$ cat src/hdl/i2cm_pkg.sv
// Shared types and constants for the I2C master transaction engine.
// Used by i2cm_cfg, i2cm_core, the top level and the testbench; depends on nothing else.
`default_nettype none

package i2cm_pkg;

  // Register indexes of the configuration port.
  localparam logic REG_HALF_PERIOD = 1'b0;
  localparam logic REG_ACK_TIMEOUT = 1'b1;

  localparam logic [15:0] HALF_PERIOD_RESET = 16'd10;
  localparam logic [15:0] ACK_TIMEOUT_RESET = 16'd1000;

  // Transaction codes carried in the op field.
  localparam logic [2:0] OP_PROBE     = 3'd0;
  localparam logic [2:0] OP_WRITE     = 3'd1;
  localparam logic [2:0] OP_READ      = 3'd2;
  localparam logic [2:0] OP_REG_WRITE = 3'd3;
  localparam logic [2:0] OP_REG_READ  = 3'd4;

  localparam logic [7:0] ADDR_DIR_MASK = 8'hFE;
  localparam logic [7:0] ADDR_DIR_READ = 8'h01;
  localparam logic [3:0] BITS_PER_BYTE = 4'd8;
  localparam logic [3:0] LAST_BIT      = 4'd7;

  typedef enum logic [4:0] {
    PH_IDLE    = 5'd0,
    PH_START_A = 5'd1,
    PH_START_B = 5'd2,
    PH_BIT_A   = 5'd3,
    PH_BIT_B   = 5'd4,
    PH_BIT_C   = 5'd5,
    PH_ACK_A   = 5'd6,
    PH_ACK_B   = 5'd7,
    PH_POLL    = 5'd8,
    PH_RD_A    = 5'd9,
    PH_RD_B    = 5'd10,
    PH_RA_A    = 5'd11,
    PH_RA_B    = 5'd12,
    PH_RA_C    = 5'd13,
    PH_STOP_A  = 5'd14,
    PH_STOP_B  = 5'd15,
    PH_STOP_C  = 5'd16
  } phase_e;

  typedef enum logic [2:0] {
    ST_ADDR_W = 3'd0,
    ST_MEM_HI = 3'd1,
    ST_MEM_LO = 3'd2,
    ST_TX     = 3'd3,
    ST_ADDR_R = 3'd4,
    ST_RX     = 3'd5
  } stage_e;

  typedef struct packed {
    logic [15:0] half_period_ticks;
    logic [15:0] ack_timeout;
  } cfg_t;

  typedef struct packed {
    logic        cmd;
    logic [2:0]  op;
    logic [7:0]  dev_address;
    logic [15:0] mem_address;
    logic        mem_addr_two_bytes;
    logic [15:0] length;
    logic [7:0]  tx_byte;
    logic        sda_in;
  } in_item_t;

  typedef struct packed {
    logic       scl_out;
    logic       sda_out;
    logic       tx_taken;
    logic [7:0] rx_byte;
    logic       rx_valid;
    logic       busy_res;
    logic       done_res;
    logic       status;
  } out_item_t;

endpackage

`default_nettype wire

$ cat src/hdl/i2cm_cfg.sv
// Configuration registers of the I2C master: bus delay and acknowledge timeout.
// Depends on i2cm_pkg.
`default_nettype none

module i2cm_cfg import i2cm_pkg::*; (
  input  wire logic        clk_i,
  input  wire logic        rst_ni,
  input  wire logic        wr_en_i,
  input  wire logic        wr_index_i,
  input  wire logic [15:0] wr_data_i,
  output cfg_t             cfg_o
);

  cfg_t cfg_q, cfg_d;

  always_comb begin
    cfg_d = cfg_q;
    if (wr_en_i) begin
      case (wr_index_i)
        REG_HALF_PERIOD: cfg_d.half_period_ticks = wr_data_i;
        REG_ACK_TIMEOUT: cfg_d.ack_timeout       = wr_data_i;
        default:         cfg_d                   = cfg_q;
      endcase
    end
  end

  always_ff @(posedge clk_i or negedge rst_ni) begin
    if (!rst_ni) begin
      cfg_q.half_period_ticks <= HALF_PERIOD_RESET;
      cfg_q.ack_timeout       <= ACK_TIMEOUT_RESET;
    end else begin
      cfg_q <= cfg_d;
    end
  end

  assign cfg_o = cfg_q;

endmodule

`default_nettype wire

$ cat src/hdl/i2cm_core.sv
// Bus sequencer of the I2C master: transaction state and the per-word step logic.
// Depends on i2cm_pkg; the state advances only when en_i is high.
`default_nettype none

module i2cm_core import i2cm_pkg::*; #(
  parameter int COUNT_WIDTH = 16
) (
  input  wire logic     clk_i,
  input  wire logic     rst_ni,
  input  wire logic     en_i,
  input  wire in_item_t item_i,
  input  wire cfg_t     cfg_i,
  output out_item_t     res_o
);

  localparam int CW = COUNT_WIDTH;

  phase_e          phase_q, phase_d;
  stage_e          stage_q, stage_d;
  logic [CW-1:0]   delay_q, delay_d;
  logic [CW-1:0]   wait_q, wait_d;
  logic [3:0]      bit_q, bit_d;
  logic [7:0]      shift_q, shift_d;
  logic [15:0]     byte_q, byte_d;
  logic [15:0]     trial_q, trial_d;
  logic [2:0]      op_q, op_d;
  logic [7:0]      dev_q, dev_d;
  logic [15:0]     mem_q, mem_d;
  logic            wide_q, wide_d;
  logic [15:0]     length_q, length_d;
  logic            scl_q, scl_d;
  logic            sda_q, sda_d;
  logic            failed_q, failed_d;
  logic            stop_round_q, stop_round_d;

  logic [CW-1:0]   hp_cnt, seg_len, ack_cnt, delay_dec, wait_dec;
  logic [3:0]      bit_inc;
  logic [7:0]      rd_shift, tx_shift;
  logic [15:0]     trial_inc;
  logic            last_rd;
  out_item_t       res;

  // A zero half period still gives each segment one tick.
  assign hp_cnt    = CW'(cfg_i.half_period_ticks);
  assign seg_len   = (hp_cnt == '0) ? CW'(1) : hp_cnt;
  assign ack_cnt   = CW'(cfg_i.ack_timeout);
  assign delay_dec = delay_q - CW'(1);
  assign wait_dec  = wait_q - CW'(1);
  assign bit_inc   = bit_q + 4'd1;
  assign rd_shift  = {shift_q[6:0], item_i.sda_in};
  assign tx_shift  = {shift_q[6:0], 1'b0};
  assign trial_inc = trial_q + 16'd1;
  assign last_rd   = (({1'b0, byte_q} + 17'd1) == {1'b0, length_q});

  always_comb begin
    logic       ent;
    phase_e     ent_phase;
    logic       ent_scl;
    logic       ent_sda;
    logic       snd;
    logic [7:0] snd_byte;
    logic       nxt_tx;
    logic       nxt_rx;

    phase_d      = phase_q;
    stage_d      = stage_q;
    delay_d      = delay_q;
    wait_d       = wait_q;
    bit_d        = bit_q;
    shift_d      = shift_q;
    byte_d       = byte_q;
    trial_d      = trial_q;
    op_d         = op_q;
    dev_d        = dev_q;
    mem_d        = mem_q;
    wide_d       = wide_q;
    length_d     = length_q;
    scl_d        = scl_q;
    sda_d        = sda_q;
    failed_d     = failed_q;
    stop_round_d = stop_round_q;
    res          = '0;
    ent          = 1'b0;
    ent_phase    = PH_IDLE;
    ent_scl      = 1'b1;
    ent_sda      = 1'b1;
    snd          = 1'b0;
    snd_byte     = '0;
    nxt_tx       = 1'b0;
    nxt_rx       = 1'b0;

    if (item_i.cmd) begin
      // A begin word while a transaction runs is dropped and takes no time.
      if (phase_q == PH_IDLE) begin
        op_d         = item_i.op;
        dev_d        = item_i.dev_address;
        mem_d        = item_i.mem_address;
        wide_d       = item_i.mem_addr_two_bytes;
        length_d     = item_i.length;
        byte_d       = '0;
        trial_d      = '0;
        failed_d     = 1'b0;
        stop_round_d = 1'b0;
        if ((item_i.op > OP_REG_READ) ||
            ((item_i.op == OP_PROBE) && (item_i.length == '0))) begin
          phase_d      = PH_IDLE;
          res.done_res = 1'b1;
          res.status   = 1'b1;
        end else begin
          stage_d   = (item_i.op == OP_READ) ? ST_ADDR_R : ST_ADDR_W;
          ent       = 1'b1;
          ent_phase = PH_START_A;
        end
      end
    end else if (phase_q == PH_POLL) begin
      if (!item_i.sda_in) begin
        scl_d = 1'b0;
        case (stage_q)
          ST_ADDR_W: begin
            if (op_q == OP_PROBE) begin
              ent       = 1'b1;
              ent_phase = PH_STOP_A;
              ent_scl   = 1'b0;
              ent_sda   = 1'b0;
            end else if (op_q == OP_WRITE) begin
              stage_d = ST_TX;
              nxt_tx  = 1'b1;
            end else if (wide_q) begin
              stage_d  = ST_MEM_HI;
              snd      = 1'b1;
              snd_byte = mem_q[15:8];
            end else begin
              stage_d  = ST_MEM_LO;
              snd      = 1'b1;
              snd_byte = mem_q[7:0];
            end
          end
          ST_MEM_HI: begin
            stage_d  = ST_MEM_LO;
            snd      = 1'b1;
            snd_byte = mem_q[7:0];
          end
          ST_MEM_LO: begin
            if (op_q == OP_REG_WRITE) begin
              stage_d = ST_TX;
              nxt_tx  = 1'b1;
            end else begin
              // Register read turns the bus around with a repeated start.
              stage_d   = ST_ADDR_R;
              ent       = 1'b1;
              ent_phase = PH_START_A;
            end
          end
          ST_TX: nxt_tx = 1'b1;
          ST_ADDR_R: begin
            stage_d = ST_RX;
            nxt_rx  = 1'b1;
          end
          default: begin
            ent       = 1'b1;
            ent_phase = PH_STOP_A;
            ent_scl   = 1'b0;
            ent_sda   = 1'b0;
          end
        endcase
      end else begin
        wait_d = wait_dec;
        if (wait_dec == '0) begin
          failed_d  = 1'b1;
          ent       = 1'b1;
          ent_phase = PH_STOP_A;
          ent_scl   = 1'b1;
          ent_sda   = 1'b0;
        end
      end
    end else if (phase_q != PH_IDLE) begin
      delay_d = delay_dec;
      if (delay_dec == '0) begin
        case (phase_q)
          PH_START_A: begin
            ent = 1'b1; ent_phase = PH_START_B; ent_scl = 1'b1; ent_sda = 1'b0;
          end
          PH_START_B: begin
            snd      = 1'b1;
            snd_byte = (stage_q == ST_ADDR_R) ? ((dev_q & ADDR_DIR_MASK) | ADDR_DIR_READ)
                                              : (dev_q & ADDR_DIR_MASK);
          end
          PH_BIT_A: begin
            ent = 1'b1; ent_phase = PH_BIT_B; ent_scl = 1'b1; ent_sda = sda_q;
          end
          PH_BIT_B: begin
            ent = 1'b1; ent_phase = PH_BIT_C; ent_scl = 1'b0; ent_sda = sda_q;
          end
          PH_BIT_C: begin
            shift_d = tx_shift;
            bit_d   = bit_inc;
            ent     = 1'b1;
            ent_scl = 1'b0;
            if (bit_inc >= BITS_PER_BYTE) begin
              ent_phase = PH_ACK_A;
              ent_sda   = 1'b1;
            end else begin
              ent_phase = PH_BIT_A;
              ent_sda   = tx_shift[7];
            end
          end
          PH_ACK_A: begin
            ent = 1'b1; ent_phase = PH_ACK_B; ent_scl = 1'b1; ent_sda = 1'b1;
          end
          PH_ACK_B: begin
            phase_d = PH_POLL;
            wait_d  = ack_cnt;
          end
          PH_RD_A: begin
            shift_d = rd_shift;
            if (bit_q == LAST_BIT) begin
              res.rx_valid = 1'b1;
              res.rx_byte  = rd_shift;
            end
            ent = 1'b1; ent_phase = PH_RD_B; ent_scl = 1'b0; ent_sda = 1'b1;
          end
          PH_RD_B: begin
            bit_d = bit_inc;
            ent   = 1'b1;
            if (bit_inc >= BITS_PER_BYTE) begin
              // The last byte of the read is answered with a NACK.
              ent_phase = PH_RA_A;
              ent_scl   = 1'b0;
              ent_sda   = last_rd;
            end else begin
              ent_phase = PH_RD_A;
              ent_scl   = 1'b1;
              ent_sda   = 1'b1;
            end
          end
          PH_RA_A: begin
            ent = 1'b1; ent_phase = PH_RA_B; ent_scl = 1'b1; ent_sda = sda_q;
          end
          PH_RA_B: begin
            ent = 1'b1; ent_phase = PH_RA_C; ent_scl = 1'b0; ent_sda = sda_q;
          end
          PH_RA_C: begin
            byte_d = byte_q + 16'd1;
            nxt_rx = 1'b1;
          end
          PH_STOP_A: begin
            ent = 1'b1; ent_phase = PH_STOP_B; ent_scl = 1'b1; ent_sda = 1'b0;
          end
          PH_STOP_B: begin
            ent = 1'b1; ent_phase = PH_STOP_C; ent_scl = 1'b1; ent_sda = 1'b1;
          end
          PH_STOP_C: begin
            if ((op_q == OP_PROBE) && failed_q) begin
              // A failed probe trial sends a second stop, then retries or ends the transaction.
              if (!stop_round_q) begin
                stop_round_d = 1'b1;
                ent          = 1'b1;
                ent_phase    = PH_STOP_A;
                ent_scl      = scl_q;
                ent_sda      = 1'b0;
              end else begin
                trial_d = trial_inc;
                if (trial_inc < length_q) begin
                  failed_d     = 1'b0;
                  stop_round_d = 1'b0;
                  stage_d      = ST_ADDR_W;
                  ent          = 1'b1;
                  ent_phase    = PH_START_A;
                end else begin
                  phase_d      = PH_IDLE;
                  res.done_res = 1'b1;
                  res.status   = 1'b1;
                end
              end
            end else begin
              phase_d      = PH_IDLE;
              res.done_res = 1'b1;
              res.status   = failed_q;
            end
          end
          default: begin
            phase_d      = PH_IDLE;
            res.done_res = 1'b1;
            res.status   = 1'b1;
          end
        endcase
      end
    end

    if (nxt_tx) begin
      if (byte_d >= length_q) begin
        ent = 1'b1; ent_phase = PH_STOP_A; ent_scl = 1'b0; ent_sda = 1'b0;
      end else begin
        snd          = 1'b1;
        snd_byte     = item_i.tx_byte;
        res.tx_taken = 1'b1;
        byte_d       = byte_d + 16'd1;
      end
    end

    if (nxt_rx) begin
      if (byte_d >= length_q) begin
        ent = 1'b1; ent_phase = PH_STOP_A; ent_scl = 1'b0; ent_sda = 1'b0;
      end else begin
        shift_d = '0;
        bit_d   = '0;
        ent = 1'b1; ent_phase = PH_RD_A; ent_scl = 1'b1; ent_sda = 1'b1;
      end
    end

    if (snd) begin
      shift_d   = snd_byte;
      bit_d     = '0;
      ent       = 1'b1;
      ent_phase = PH_BIT_A;
      ent_scl   = 1'b0;
      ent_sda   = snd_byte[7];
    end

    if (ent) begin
      phase_d = ent_phase;
      scl_d   = ent_scl;
      sda_d   = ent_sda;
      delay_d = seg_len;
    end

    res.scl_out  = scl_d;
    res.sda_out  = sda_d;
    res.busy_res = (phase_d != PH_IDLE);
  end

  always_ff @(posedge clk_i or negedge rst_ni) begin
    if (!rst_ni) begin
      phase_q      <= PH_IDLE;
      stage_q      <= ST_ADDR_W;
      delay_q      <= '0;
      wait_q       <= '0;
      bit_q        <= '0;
      shift_q      <= '0;
      byte_q       <= '0;
      trial_q      <= '0;
      op_q         <= '0;
      dev_q        <= '0;
      mem_q        <= '0;
      wide_q       <= 1'b0;
      length_q     <= '0;
      scl_q        <= 1'b1;
      sda_q        <= 1'b1;
      failed_q     <= 1'b0;
      stop_round_q <= 1'b0;
    end else if (en_i) begin
      phase_q      <= phase_d;
      stage_q      <= stage_d;
      delay_q      <= delay_d;
      wait_q       <= wait_d;
      bit_q        <= bit_d;
      shift_q      <= shift_d;
      byte_q       <= byte_d;
      trial_q      <= trial_d;
      op_q         <= op_d;
      dev_q        <= dev_d;
      mem_q        <= mem_d;
      wide_q       <= wide_d;
      length_q     <= length_d;
      scl_q        <= scl_d;
      sda_q        <= sda_d;
      failed_q     <= failed_d;
      stop_round_q <= stop_round_d;
    end
  end

  assign res_o = res;

endmodule

`default_nettype wire

$ cat src/hdl/i2c_master_transaction_engine.sv
// I2C master transaction engine: input word register, bus sequencer, result register.
// A word accepted into the input word register is processed once the result register is
// free, and its result then enters the result register. Throughput: one word per clock
// while out_stall_i does not hold the result register; the sequencer steps once per word.
// Reset (asynchronous, active low) idles the sequencer, releases SCL and SDA,
// empties both registers and loads a half period of 10 and an ack timeout of 1000.
`default_nettype none

module i2c_master_transaction_engine import i2cm_pkg::*; #(
  parameter int COUNT_WIDTH = 16
) (
  input  wire logic        clk_i,
  input  wire logic        rst_ni,
  input  wire logic        in_valid_i,
  output logic             in_stall_o,
  input  wire in_item_t    in_data_i,
  output logic             out_valid_o,
  input  wire logic        out_stall_i,
  output out_item_t        out_data_o,
  input  wire logic        cfg_valid_i,
  output logic             cfg_ready_o,
  input  wire logic        cfg_index_i,
  input  wire logic [15:0] cfg_data_i
);

  cfg_t      cfg;
  in_item_t  s1_data_q;
  logic      s1_valid_q, s1_valid_d;
  out_item_t out_data_q, step_res;
  logic      out_valid_q;
  logic      out_load, step_en, in_fire;

  assign cfg_ready_o = 1'b1;

  i2cm_cfg u_cfg (
    .clk_i      (clk_i),
    .rst_ni     (rst_ni),
    .wr_en_i    (cfg_valid_i && cfg_ready_o),
    .wr_index_i (cfg_index_i),
    .wr_data_i  (cfg_data_i),
    .cfg_o      (cfg)
  );

  // The result register frees up when it is empty or its word leaves this cycle.
  assign out_load   = !out_valid_q || !out_stall_i;
  assign step_en    = s1_valid_q && out_load;
  assign in_stall_o = s1_valid_q && !out_load;
  assign in_fire    = in_valid_i && !in_stall_o;

  always_comb begin
    s1_valid_d = s1_valid_q;
    if (in_fire) begin
      s1_valid_d = 1'b1;
    end else if (step_en) begin
      s1_valid_d = 1'b0;
    end
  end

  always_ff @(posedge clk_i or negedge rst_ni) begin
    if (!rst_ni) begin
      s1_valid_q  <= 1'b0;
      out_valid_q <= 1'b0;
    end else begin
      s1_valid_q <= s1_valid_d;
      if (out_load) begin
        out_valid_q <= step_en;
      end
    end
  end

  always_ff @(posedge clk_i) begin
    if (in_fire) begin
      s1_data_q <= in_data_i;
    end
    if (step_en) begin
      out_data_q <= step_res;
    end
  end

  i2cm_core #(
    .COUNT_WIDTH (COUNT_WIDTH)
  ) u_core (
    .clk_i  (clk_i),
    .rst_ni (rst_ni),
    .en_i   (step_en),
    .item_i (s1_data_q),
    .cfg_i  (cfg),
    .res_o  (step_res)
  );

  assign out_valid_o = out_valid_q;
  assign out_data_o  = out_data_q;

  a_stall_needs_word: assert property (@(posedge clk_i) disable iff (!rst_ni)
    in_stall_o |-> s1_valid_q)
    else $error("input stalled with an empty word register");

  a_done_not_busy: assert property (@(posedge clk_i) disable iff (!rst_ni)
    out_valid_o |-> !(out_data_o.done_res && out_data_o.busy_res))
    else $error("transaction reported done while still busy");

  a_status_with_done: assert property (@(posedge clk_i) disable iff (!rst_ni)
    (out_valid_o && out_data_o.status) |-> out_data_o.done_res)
    else $error("status raised without done");

  a_rx_scl_low: assert property (@(posedge clk_i) disable iff (!rst_ni)
    (out_valid_o && out_data_o.rx_valid) |-> (out_data_o.busy_res && !out_data_o.scl_out))
    else $error("read word completed outside a low SCL phase");

endmodule

`default_nettype wire

$ cat config.mk
export PLATFORM = sky130hd
export DESIGN_NAME = i2c_master_transaction_engine
export DESIGN_NICKNAME = d
export VERILOG_FILES = /design/src/hdl/i2cm_pkg.sv /design/src/hdl/i2cm_cfg.sv /design/src/hdl/i2cm_core.sv /design/src/hdl/i2c_master_transaction_engine.sv
export SDC_FILE = /design/constraint.sdc
export NUM_CORES = 1
export LEC_CHECK = 0
export CELL_PAD_IN_SITES_DETAIL_PLACEMENT = 2
export CELL_PAD_IN_SITES_GLOBAL_PLACEMENT = 2
export CORE_UTILIZATION = 35
export DETAILED_ROUTE_END_ITERATION = 16
export DONT_BUFFER_PORTS = 1
export GPL_ROUTABILITY_DRIVEN = 0
export PLACE_DENSITY = 0.72
export SLEW_MARGIN = 10
export SYNTH_ARGS = -nofsm -noshare
export SYNTH_HDL_FRONTEND = slang
export SYNTH_HIERARCHICAL = 1
export SYNTH_SLANG_ARGS = --single-unit
$ cat constraint.sdc
create_clock -name clk_i -period 7.4 [get_ports clk_i]
set_input_delay 1.48 -clock clk_i [delete_from_list [all_inputs] [get_ports clk_i]]
set_output_delay 1.48 -clock clk_i [all_outputs]
set_load 0.05 [all_outputs]
==> metrics, run 1 <==
row count 72; fraction of layout cells with a size suffix above 1 21.45%; Initial Utilization 35.90%; final net count 1,587; vias in the first global route 12,775; CP Class flop to flop; Setup Viol. Count Final 0; die height 202.2 um; DIE AREA 0.04090 mm2; Max clock buf depth 3; CP required 7.70 ns; FF+latch area 0.006158 mm2; Tightest Hold Check Type flop to flop; flop-to-flop setup slack 0.37 ns; total of max-cap violations 0; slowest stage delay, CP 0.55 ns; Lkg Pwr 0.006704 uW; sw frac 29.71%; maximum fanout along the worst path 4; total global-route track usage 22.97%; f_max 142.2 MHz; antenna-violating nets left 0; crit end category flop; slew of the pin with the lowest slew margin 1.009 ns; Final period util 95.03%; final hold viol count 0; CTS Sinks 232; area added between synthesis and finish 15.48%; initial antenna violation count 1; Multi-input gate area 0.007574 mm2; CTS buffer count 28; Pins Over Slew Limit 0; sequential fraction of design power 42.7%; drt initial violations 487; hold slack 0.4804 ns; htree depth 1; final WL 46,820 um; Detail Placement HPWL 33,960 um; Tot Pwr 3563 uW; clk_lat worst skew 0.60 ns; fin util 41.45%; Port Buffer Count 0; cell-internal power 2504 uW; die span in x 202.2 um; Ant. Diodes 0; post-route setup TNS 0 ns; vias per std cell 5.792; DR DRC count 0; Ports 94; relative slew slack 32.13%; VDD IR max 0.1878 mV; drt pass-1 iters 5; CTS root buf clkbuf_16; post-cts hold buffer count 0; status finished clean; pwr/cell area 219.8 mW/mm2; post-layout min period 7.032 ns; Sw Pwr 1059 uW; clock slew at reported path FFs 0.06 ns; Avg WL per Cell 23.45 um; Arr. time, crit path 7.34 ns; Post-Syn Area 0.01403 mm2; clk_skew 0.04106 ns; combinational share of power 17.2%; Yosys Warn Count 6; TritonCTS clock tree yes; CP Launch Type flop; Net Count, Synth 1,538; Worst path slowest cell or4_4; Mapped Cells 1,407; Vias 11,561; core box area 0.03910 mm2; Fill cells 4,172; Clk pwr share 40.1%; first-pass GRT wire length 74,130 um; mean area per synthesized cell 9.975 um2; largest net degree at the start of global routing 165; GR Overflow Total 0
-- final timing paths --
path,start,endpoint,depth (start not counted)
max,u_core/delay_q[13],out_data_o[2],28
min,s1_data_q[34],u_core/mem_q[8],1
max in group asynchronous,rst_ni,u_core/byte_q[15],0
max reg2reg,u_core/delay_q[13],out_data_o[2],28
min reg2reg,s1_data_q[34],u_core/mem_q[8],1
min in group asynchronous,rst_ni,u_core/delay_q[3],0
-- cell usage in the layout (no fill, tap or decap), types with 7 or more instances in the layout --
cell type	instances
nor2_1	97
xnor2_1	37
nor3_1	53
a21oi_1	83
or4_1	7
a31oi_1	17
nand4_1	24
mux2_2	78
and2_1	16
dfrtp_1	154
clkbuf_16	28
nand3_1	38
or3_1	12
inv_1	42
a2bb2oi_1	7
o22a_1	11
o21ai_0	82
buf_4	94
o31ai_1	10
and4_1	7
mux2_4	11
o21a_1	15
mux2i_1	13
nor4_1	25
a21o_1	22
xor2_1	20
or2_2	10
and3_1	10
o22ai_1	8
nand2_1	108
nor2b_1	10
ha_1	53
edfxtp_1	68
o211ai_1	7
dfstp_2	10
nand2b_1	9
a22oi_1	12
-- cell type report --
type / instances / share of cell area (%)
multi-input combinational: 1056 / 46.73
clock inverter: 18 / 1.251
timing repair buffer: 94 / 4.354
inverter: 44 / 1.019
clock buffer: 34 / 4.648
tap: 518 / 3.999
sequential: 232 / 38.00
-- layer usage --
metal	track usage, %	routed length (um)	vias up	part of all wire, %
li1	-	-	5338	-
met1	29.87	20990	5946	45
met2	39.51	22820	184	49
met3	2.935	1479	93	3.2
met4	7.143	1535	0	3.3
met5	0	0	-	0
-- registers in the layout (all words and copies together) (netlist names), 4 cells and up --
signal / cells
u_core/shift_q: 7
u_core/length_q: 16
u_core/mem_q: 16
out_data_o: 15
u_core/wait_q: 16
u_core/byte_q: 16
u_cfg/cfg_o: 32
u_core/bit_q: 4
u_core/delay_q: 16
u_core/phase_q: 5
s1_data_q: 53
u_core/trial_q: 16
u_core/dev_q: 7
-- repair_timing --
action	CTS	global route
endpoints found under the setup margin	10	19
setup buffers	1	4
pin swaps	1	13
gates resized for setup	6	33
endpoints found under the hold margin	0	0
-- power groups by stage --
stage | Sequential [uW] | Clock (uW) | Combinational [uW]
floorplan | 1500 | 0 | 375
global placement | 1540 | 0 | 557
detailed placement | 1540 | 0 | 587
CTS | 1520 | 1470 | 596
global route | 1540 | 1510 | 661
finish | 1520 | 1430 | 611
-- per-stage QoR --
stage,instances,cell area [um2],setup slack [ns]
after floorplan,1407,14030,0.9720
after global placement,1939,15030,0.09228
after detailed placement,1939,15030,-0.1668
after CTS,1992,16010,0.01574
after global routing,1996,16210,-0.09802
final,1996,16210,0.3681
-- worst max-delay path: cells and delay by family, from the launching register on --
family,cells,cell delay [ns]
buffers and inverters,3,0.52
AO/OA/AOI/OAI,7,1.57
AND/OR/NAND/NOR,15,3.33
flip-flops,1,0.42
multiplexers,1,0.30
adder cells (fa/ha/maj),2,0.60
No activity file was read; power rests on OpenSTA's default activity.
==> inputs of run 2 (changes only) <==
Settings changed: ABC_AREA from default to 1, PLACE_DENSITY 0.72 to 0.78.
==> metrics, run 2 <==
status finished clean; Port Buffer Count 0; Sw Pwr 2434 uW; crit end category flop; post-layout min period 6.958 ns; first-pass GRT wire length 84,320 um; Max clock buf depth 3; combinational share of power 39.8%; core box area 0.04195 mm2; sequential fraction of design power 34.1%; Fill cells 4,838; Hold Path Cell Cnt 2; row count 75; Clk pwr share 26.1%; drt pass-1 iters 5; clk_skew 0.06539 ns; die height 208.4 um; Avg WL per Cell 20.87 um; initial antenna violation count 1; worst r2r src u_core/delay_q[0]; post-route worst setup slack 0.4416 ns; f_max 143.7 MHz; Yosys Warn Count 6; commonest non-fill, non-tap cell in the layout nand2_1; total global-route track usage 24.56%; TritonCTS clock tree yes; CP Class flop to flop; RR Endpoint out_data_o[2]; mean area per synthesized cell 7.465 um2; final cell count without fillers 2,555; Mapped Cells 1,998; DIE AREA 0.04345 mm2; Pins Over Slew Limit 0; Post-Syn Area 0.01492 mm2; flop-to-flop setup slack 0.44 ns; CTS Sinks 232; htree depth 1; DR DRC count 0; Most Frequent Cell on Critical Path nand2_1; clk_lat worst skew 0.61 ns; CTS buffer count 28; Ant. Diodes 0; met3 Use GR 2.883%; Final period util 94.03%; Setup Viol. Count Final 0; area added between synthesis and finish 10.35%; post-route setup TNS 0 ns; Detail Placement HPWL 39,400 um; final hold viol count 0; slew of the pin with the lowest slew margin 0.9075 ns; pwr/cell area 339.4 mW/mm2; GRT met2 Usage 42.84%; clock slew at reported path FFs 0.07 ns; GR Overflow Total 0; total of max-cap violations 0; Initial Utilization 35.56%; vias in the first global route 15,181; fin area 0.01646 mm2; number of flip-flops in the largest register 53; Tightest Hold Check Type flop to flop; Vias 13,785; Ports 94; Lkg Pwr 0.007840 uW; Placement Cell Area 0.01545 mm2; CTS root buf clkbuf_16; layer with the highest usage met2; slowest stage delay, CP 0.39 ns; final WL 53,320 um; Worst path slowest cell dfrtp_1; pre-CTS setup slack 0.1441 ns; CP Launch Type flop; Net Count, Synth 2,129; post-cts hold buffer count 0; die span in x 208.4 um; vias per std cell 5.395; met1 Usage GRT 31.66%; relative slew slack 39.28%; fraction of layout cells with a size suffix above 1 9.871%; fin util 39.24%; cell-internal power 3153 uW; VDD IR max 0.2403 mV; Arr. time, crit path 7.26 ns; final net count 2,125; cells on worst reg2reg path 42; hold path start u_cfg/cfg_o[5]; maximum fanout along the worst path 7; Inst Count DP 2,500; commonest non-fill, non-tap cells in the layout nand2_1, inv_1, nor2_1; largest net degree at the start of global routing 165; sw frac 43.56%; worst hold path endpoint u_cfg/cfg_o[5]; antenna-violating nets left 0; CP required 7.70 ns; drt initial violations 575; Top reg by flops s1_data_q
-- run 2: per-stage QoR --
stage | power, uW | hold slack, ns
3_3_place_gp | 3937 | 0.4529
6_report | 5587 | 0.4705
3_5_place_dp | 4107 | 0.4617
2_1_floorplan | 3393 | 0.4367
5_1_grt | 5967 | 0.4937
4_1_cts | 5630 | 0.4752
-- run 2: layout make-up --
class	count	area [um2]	share of cell area, %
Multi-Input combinational cell	1463	7547	45.85
Clock inverter	19	230.2	1.399
Timing Repair Buffer	27	206.4	1.254
Sequential cell	232	6158	37.42
Clock buffer	33	729.5	4.432
Tap cell	539	674.4	4.097
Inverter	242	913.4	5.549
-- run 2: how the worst max path moves through the flow --
stage | startpoint | to | slack [ns] | depth (start not counted)
after floorplan | u_core/delay_q[0] | out_data_o[2] | 2.01 | 39
after global placement | u_core/delay_q[0] | out_data_o[2] | 0.44 | 42
after detailed placement | u_core/delay_q[0] | out_data_o[2] | 0.14 | 42
after CTS | u_core/delay_q[0] | out_data_o[2] | 0.12 | 42
after global routing | u_core/delay_q[0] | out_data_o[2] | -0.01 | 42
final | u_core/delay_q[0] | out_data_o[2] | 0.44 | 42
-- run 2: worst max-delay path, delay by kind of cell (launching register included) --
family                   cells  cell delay, ns
buffers and inverters        6            0.62
AO/OA/AOI/OAI                8            1.39
flip-flops                   1            0.39
AND/OR/NAND/NOR             25            3.50
adder cells (fa/ha/maj)      3            0.75
-- run 2: timing repair --
item | 4_1_cts | 5_1_grt
resized for setup | 0 | 9
setup buffers | 0 | 3
setup endpoints to repair | 0 | 17
-- run 2: power by group through the flow --
stage	registers [uW]	logic [uW]	clock network, uW
CTS	1910	2220	1500
global route	1940	2490	1540
floorplan	1830	1570	0
detailed placement	1920	2180	0
finish	1910	2220	1460
global placement	1910	2030	0
-- run 2: layer usage --
metal	vias up	share of wire (%)	wire [um]
met5	-	0	0
met4	0	3.1	1630
met3	93	3.2	1684
met2	206	49	26170
met1	6965	45	23830
li1	6521	-	-
==> inputs of run 3 (changes only) <==
Settings changed: CELL_PAD_IN_SITES_DETAIL_PLACEMENT 2 to 0.
==> metrics, run 3 (synthesis results as in run 2) <==
antenna-violating nets left 0; vias in the first global route 12,709; Initial Utilization 35.56%; commonest non-fill, non-tap cells in the layout nand2_1, inv_1, nor2_1; die span in x 208.4 um; cell-internal power 3209 uW; clk_lat worst skew 0.61 ns; DIE AREA 0.04345 mm2; sequential fraction of design power 34.3%; post-cts hold buffer count 0; slew of the pin with the lowest slew margin 0.8593 ns; vias per std cell 5.084; CTS Sinks 232; row count 75; Ant. Diodes 0; fin area 0.01659 mm2; Max clock buf depth 3; slowest stage delay, CP 0.39 ns; pre-CTS setup slack 0.4062 ns; core box area 0.04195 mm2; drt initial violations 866; number of flip-flops in the largest register 53; status finished clean; Detail Placement HPWL 32,930 um; total of max-cap violations 0; pwr/cell area 332.1 mW/mm2; commonest non-fill, non-tap cell in the layout nand2_1; CTS buffer count 30; relative slew slack 42.58%; first-pass GRT wire length 71,480 um; die height 208.4 um; Top reg by flops s1_data_q; Hold Path Cell Cnt 2; Clk pwr share 28.2%; DR DRC count 0; RSZ-0062 raised after global routing no; CP Launch Type flop; Most Frequent Cell on Critical Path nand2_1; fin util 39.54%; f_max 149.5 MHz; Ports 94; Port Buffer Count 0; Arr. time, crit path 7.04 ns; Final period util 90.41%; CP required 7.75 ns; post-route worst setup slack 0.7099 ns; crit end category flop; largest net degree at the start of global routing 165; htree depth 1; CTS root buf clkbuf_16; Fill cells 4,339; clock slew at reported path FFs 0.06 ns; maximum fanout along the worst path 7; final hold viol count 0; Avg WL per Cell 17.46 um; area added between synthesis and finish 11.21%; post-route setup TNS 0 ns; initial antenna violation count 1; final WL 44,720 um; CP Class flop to flop; post-layout min period 6.690 ns; final net count 2,129; VDD IR max 0.2269 mV; Tightest Hold Check Type flop to flop; sw frac 41.75%; total global-route track usage 20.85%; fraction of layout cells with a size suffix above 1 10.29%; Setup Viol. Count Final 0; drt pass-1 iters 5; Pins Over Slew Limit 0; Multi-input gate area 0.007536 mm2; Vias 13,020; Worst path slowest cell dfrtp_1; Sw Pwr 2300 uW; clk_skew 0.04691 ns; FF+latch area 0.006158 mm2; Lkg Pwr 0.007901 uW; cells on worst reg2reg path 40; combinational share of power 37.5%; GR Overflow Total 0; TritonCTS clock tree yes; Placement Cell Area 0.01545 mm2
## run 3: changes by cell type in the layout (fill, tap and decap cells not counted), moves of 2 or more
cell,change
clkinvlp_4,+3
buf_12,+2
clkbuf_16,+2
inv_8,+2
clkinv_4,+3
clkinv_1,-3
clkbuf_1,-2
## run 3: final timing paths
kind	from	to	slack, ns
worst max-delay path	u_core/delay_q[0]	out_data_o[2]	0.71
worst min-delay path	u_cfg/cfg_o[3]	u_cfg/cfg_o[3]	0.46
worst max register to register	u_core/delay_q[0]	out_data_o[2]	0.71
worst min register to register	u_cfg/cfg_o[3]	u_cfg/cfg_o[3]	0.46
max in group asynchronous	rst_ni	u_core/byte_q[0]	6.51
min in group asynchronous	rst_ni	u_cfg/cfg_o[16]	0.58
## run 3: stage by stage
step	hold slack [ns]	power [uW]	cells
after global placement	0.4529	3937	2500
after detailed placement	0.4547	3963	2500
after floorplan	0.4367	3393	1998
after global routing	0.4960	5942	2561
after CTS	0.4665	5555	2556
final	0.4623	5509	2561
## run 3: timing repair
| action | CTS | global route |
|---|---|---|
| endpoints found under the setup margin | 0 | 17 |
| setup buffers | 0 | 5 |
| resized for setup | 0 | 5 |
## run 3: area by class of cell
class                           count  share of cell area, %
Multi-Input combinational cell   1463                  45.43
Sequential cell                   232                  37.13
Inverter                          242                  5.507
Clock buffer                       34                  4.737
Tap cell                          539                  4.066
Clock inverter                     22                  1.667
Timing Repair Buffer               29                  1.463
## run 3: critical path: cells and delay by family, from the launching register on
family / cells / cell delay, ns
AND/OR/NAND/NOR: 23 / 3.02
adder cells (fa/ha/maj): 3 / 0.78
flip-flops: 1 / 0.39
buffers and inverters: 5 / 0.67
AO/OA/AOI/OAI: 9 / 1.62
## run 3: power by group through the flow
stage / clock, uW / sequential [uW] / combinational, uW
floorplan: 0 / 1830 / 1570
global placement: 0 / 1910 / 2030
detailed placement: 0 / 1910 / 2050
CTS: 1600 / 1890 / 2070
global route: 1650 / 1930 / 2370
finish: 1550 / 1890 / 2070
## run 3: per-layer routing
metal / GRT usage, % / vias up / part of all wire, % / routed length, um
li1: - / 6578 / - / -
met1: 29.50 / 6128 / 48 / 21540
met2: 33.33 / 259 / 45 / 20130
met3: 3.185 / 55 / 4.6 / 2075
met4: 4.904 / 0 / 2.2 / 977
met5: 0 / - / 0 / 0
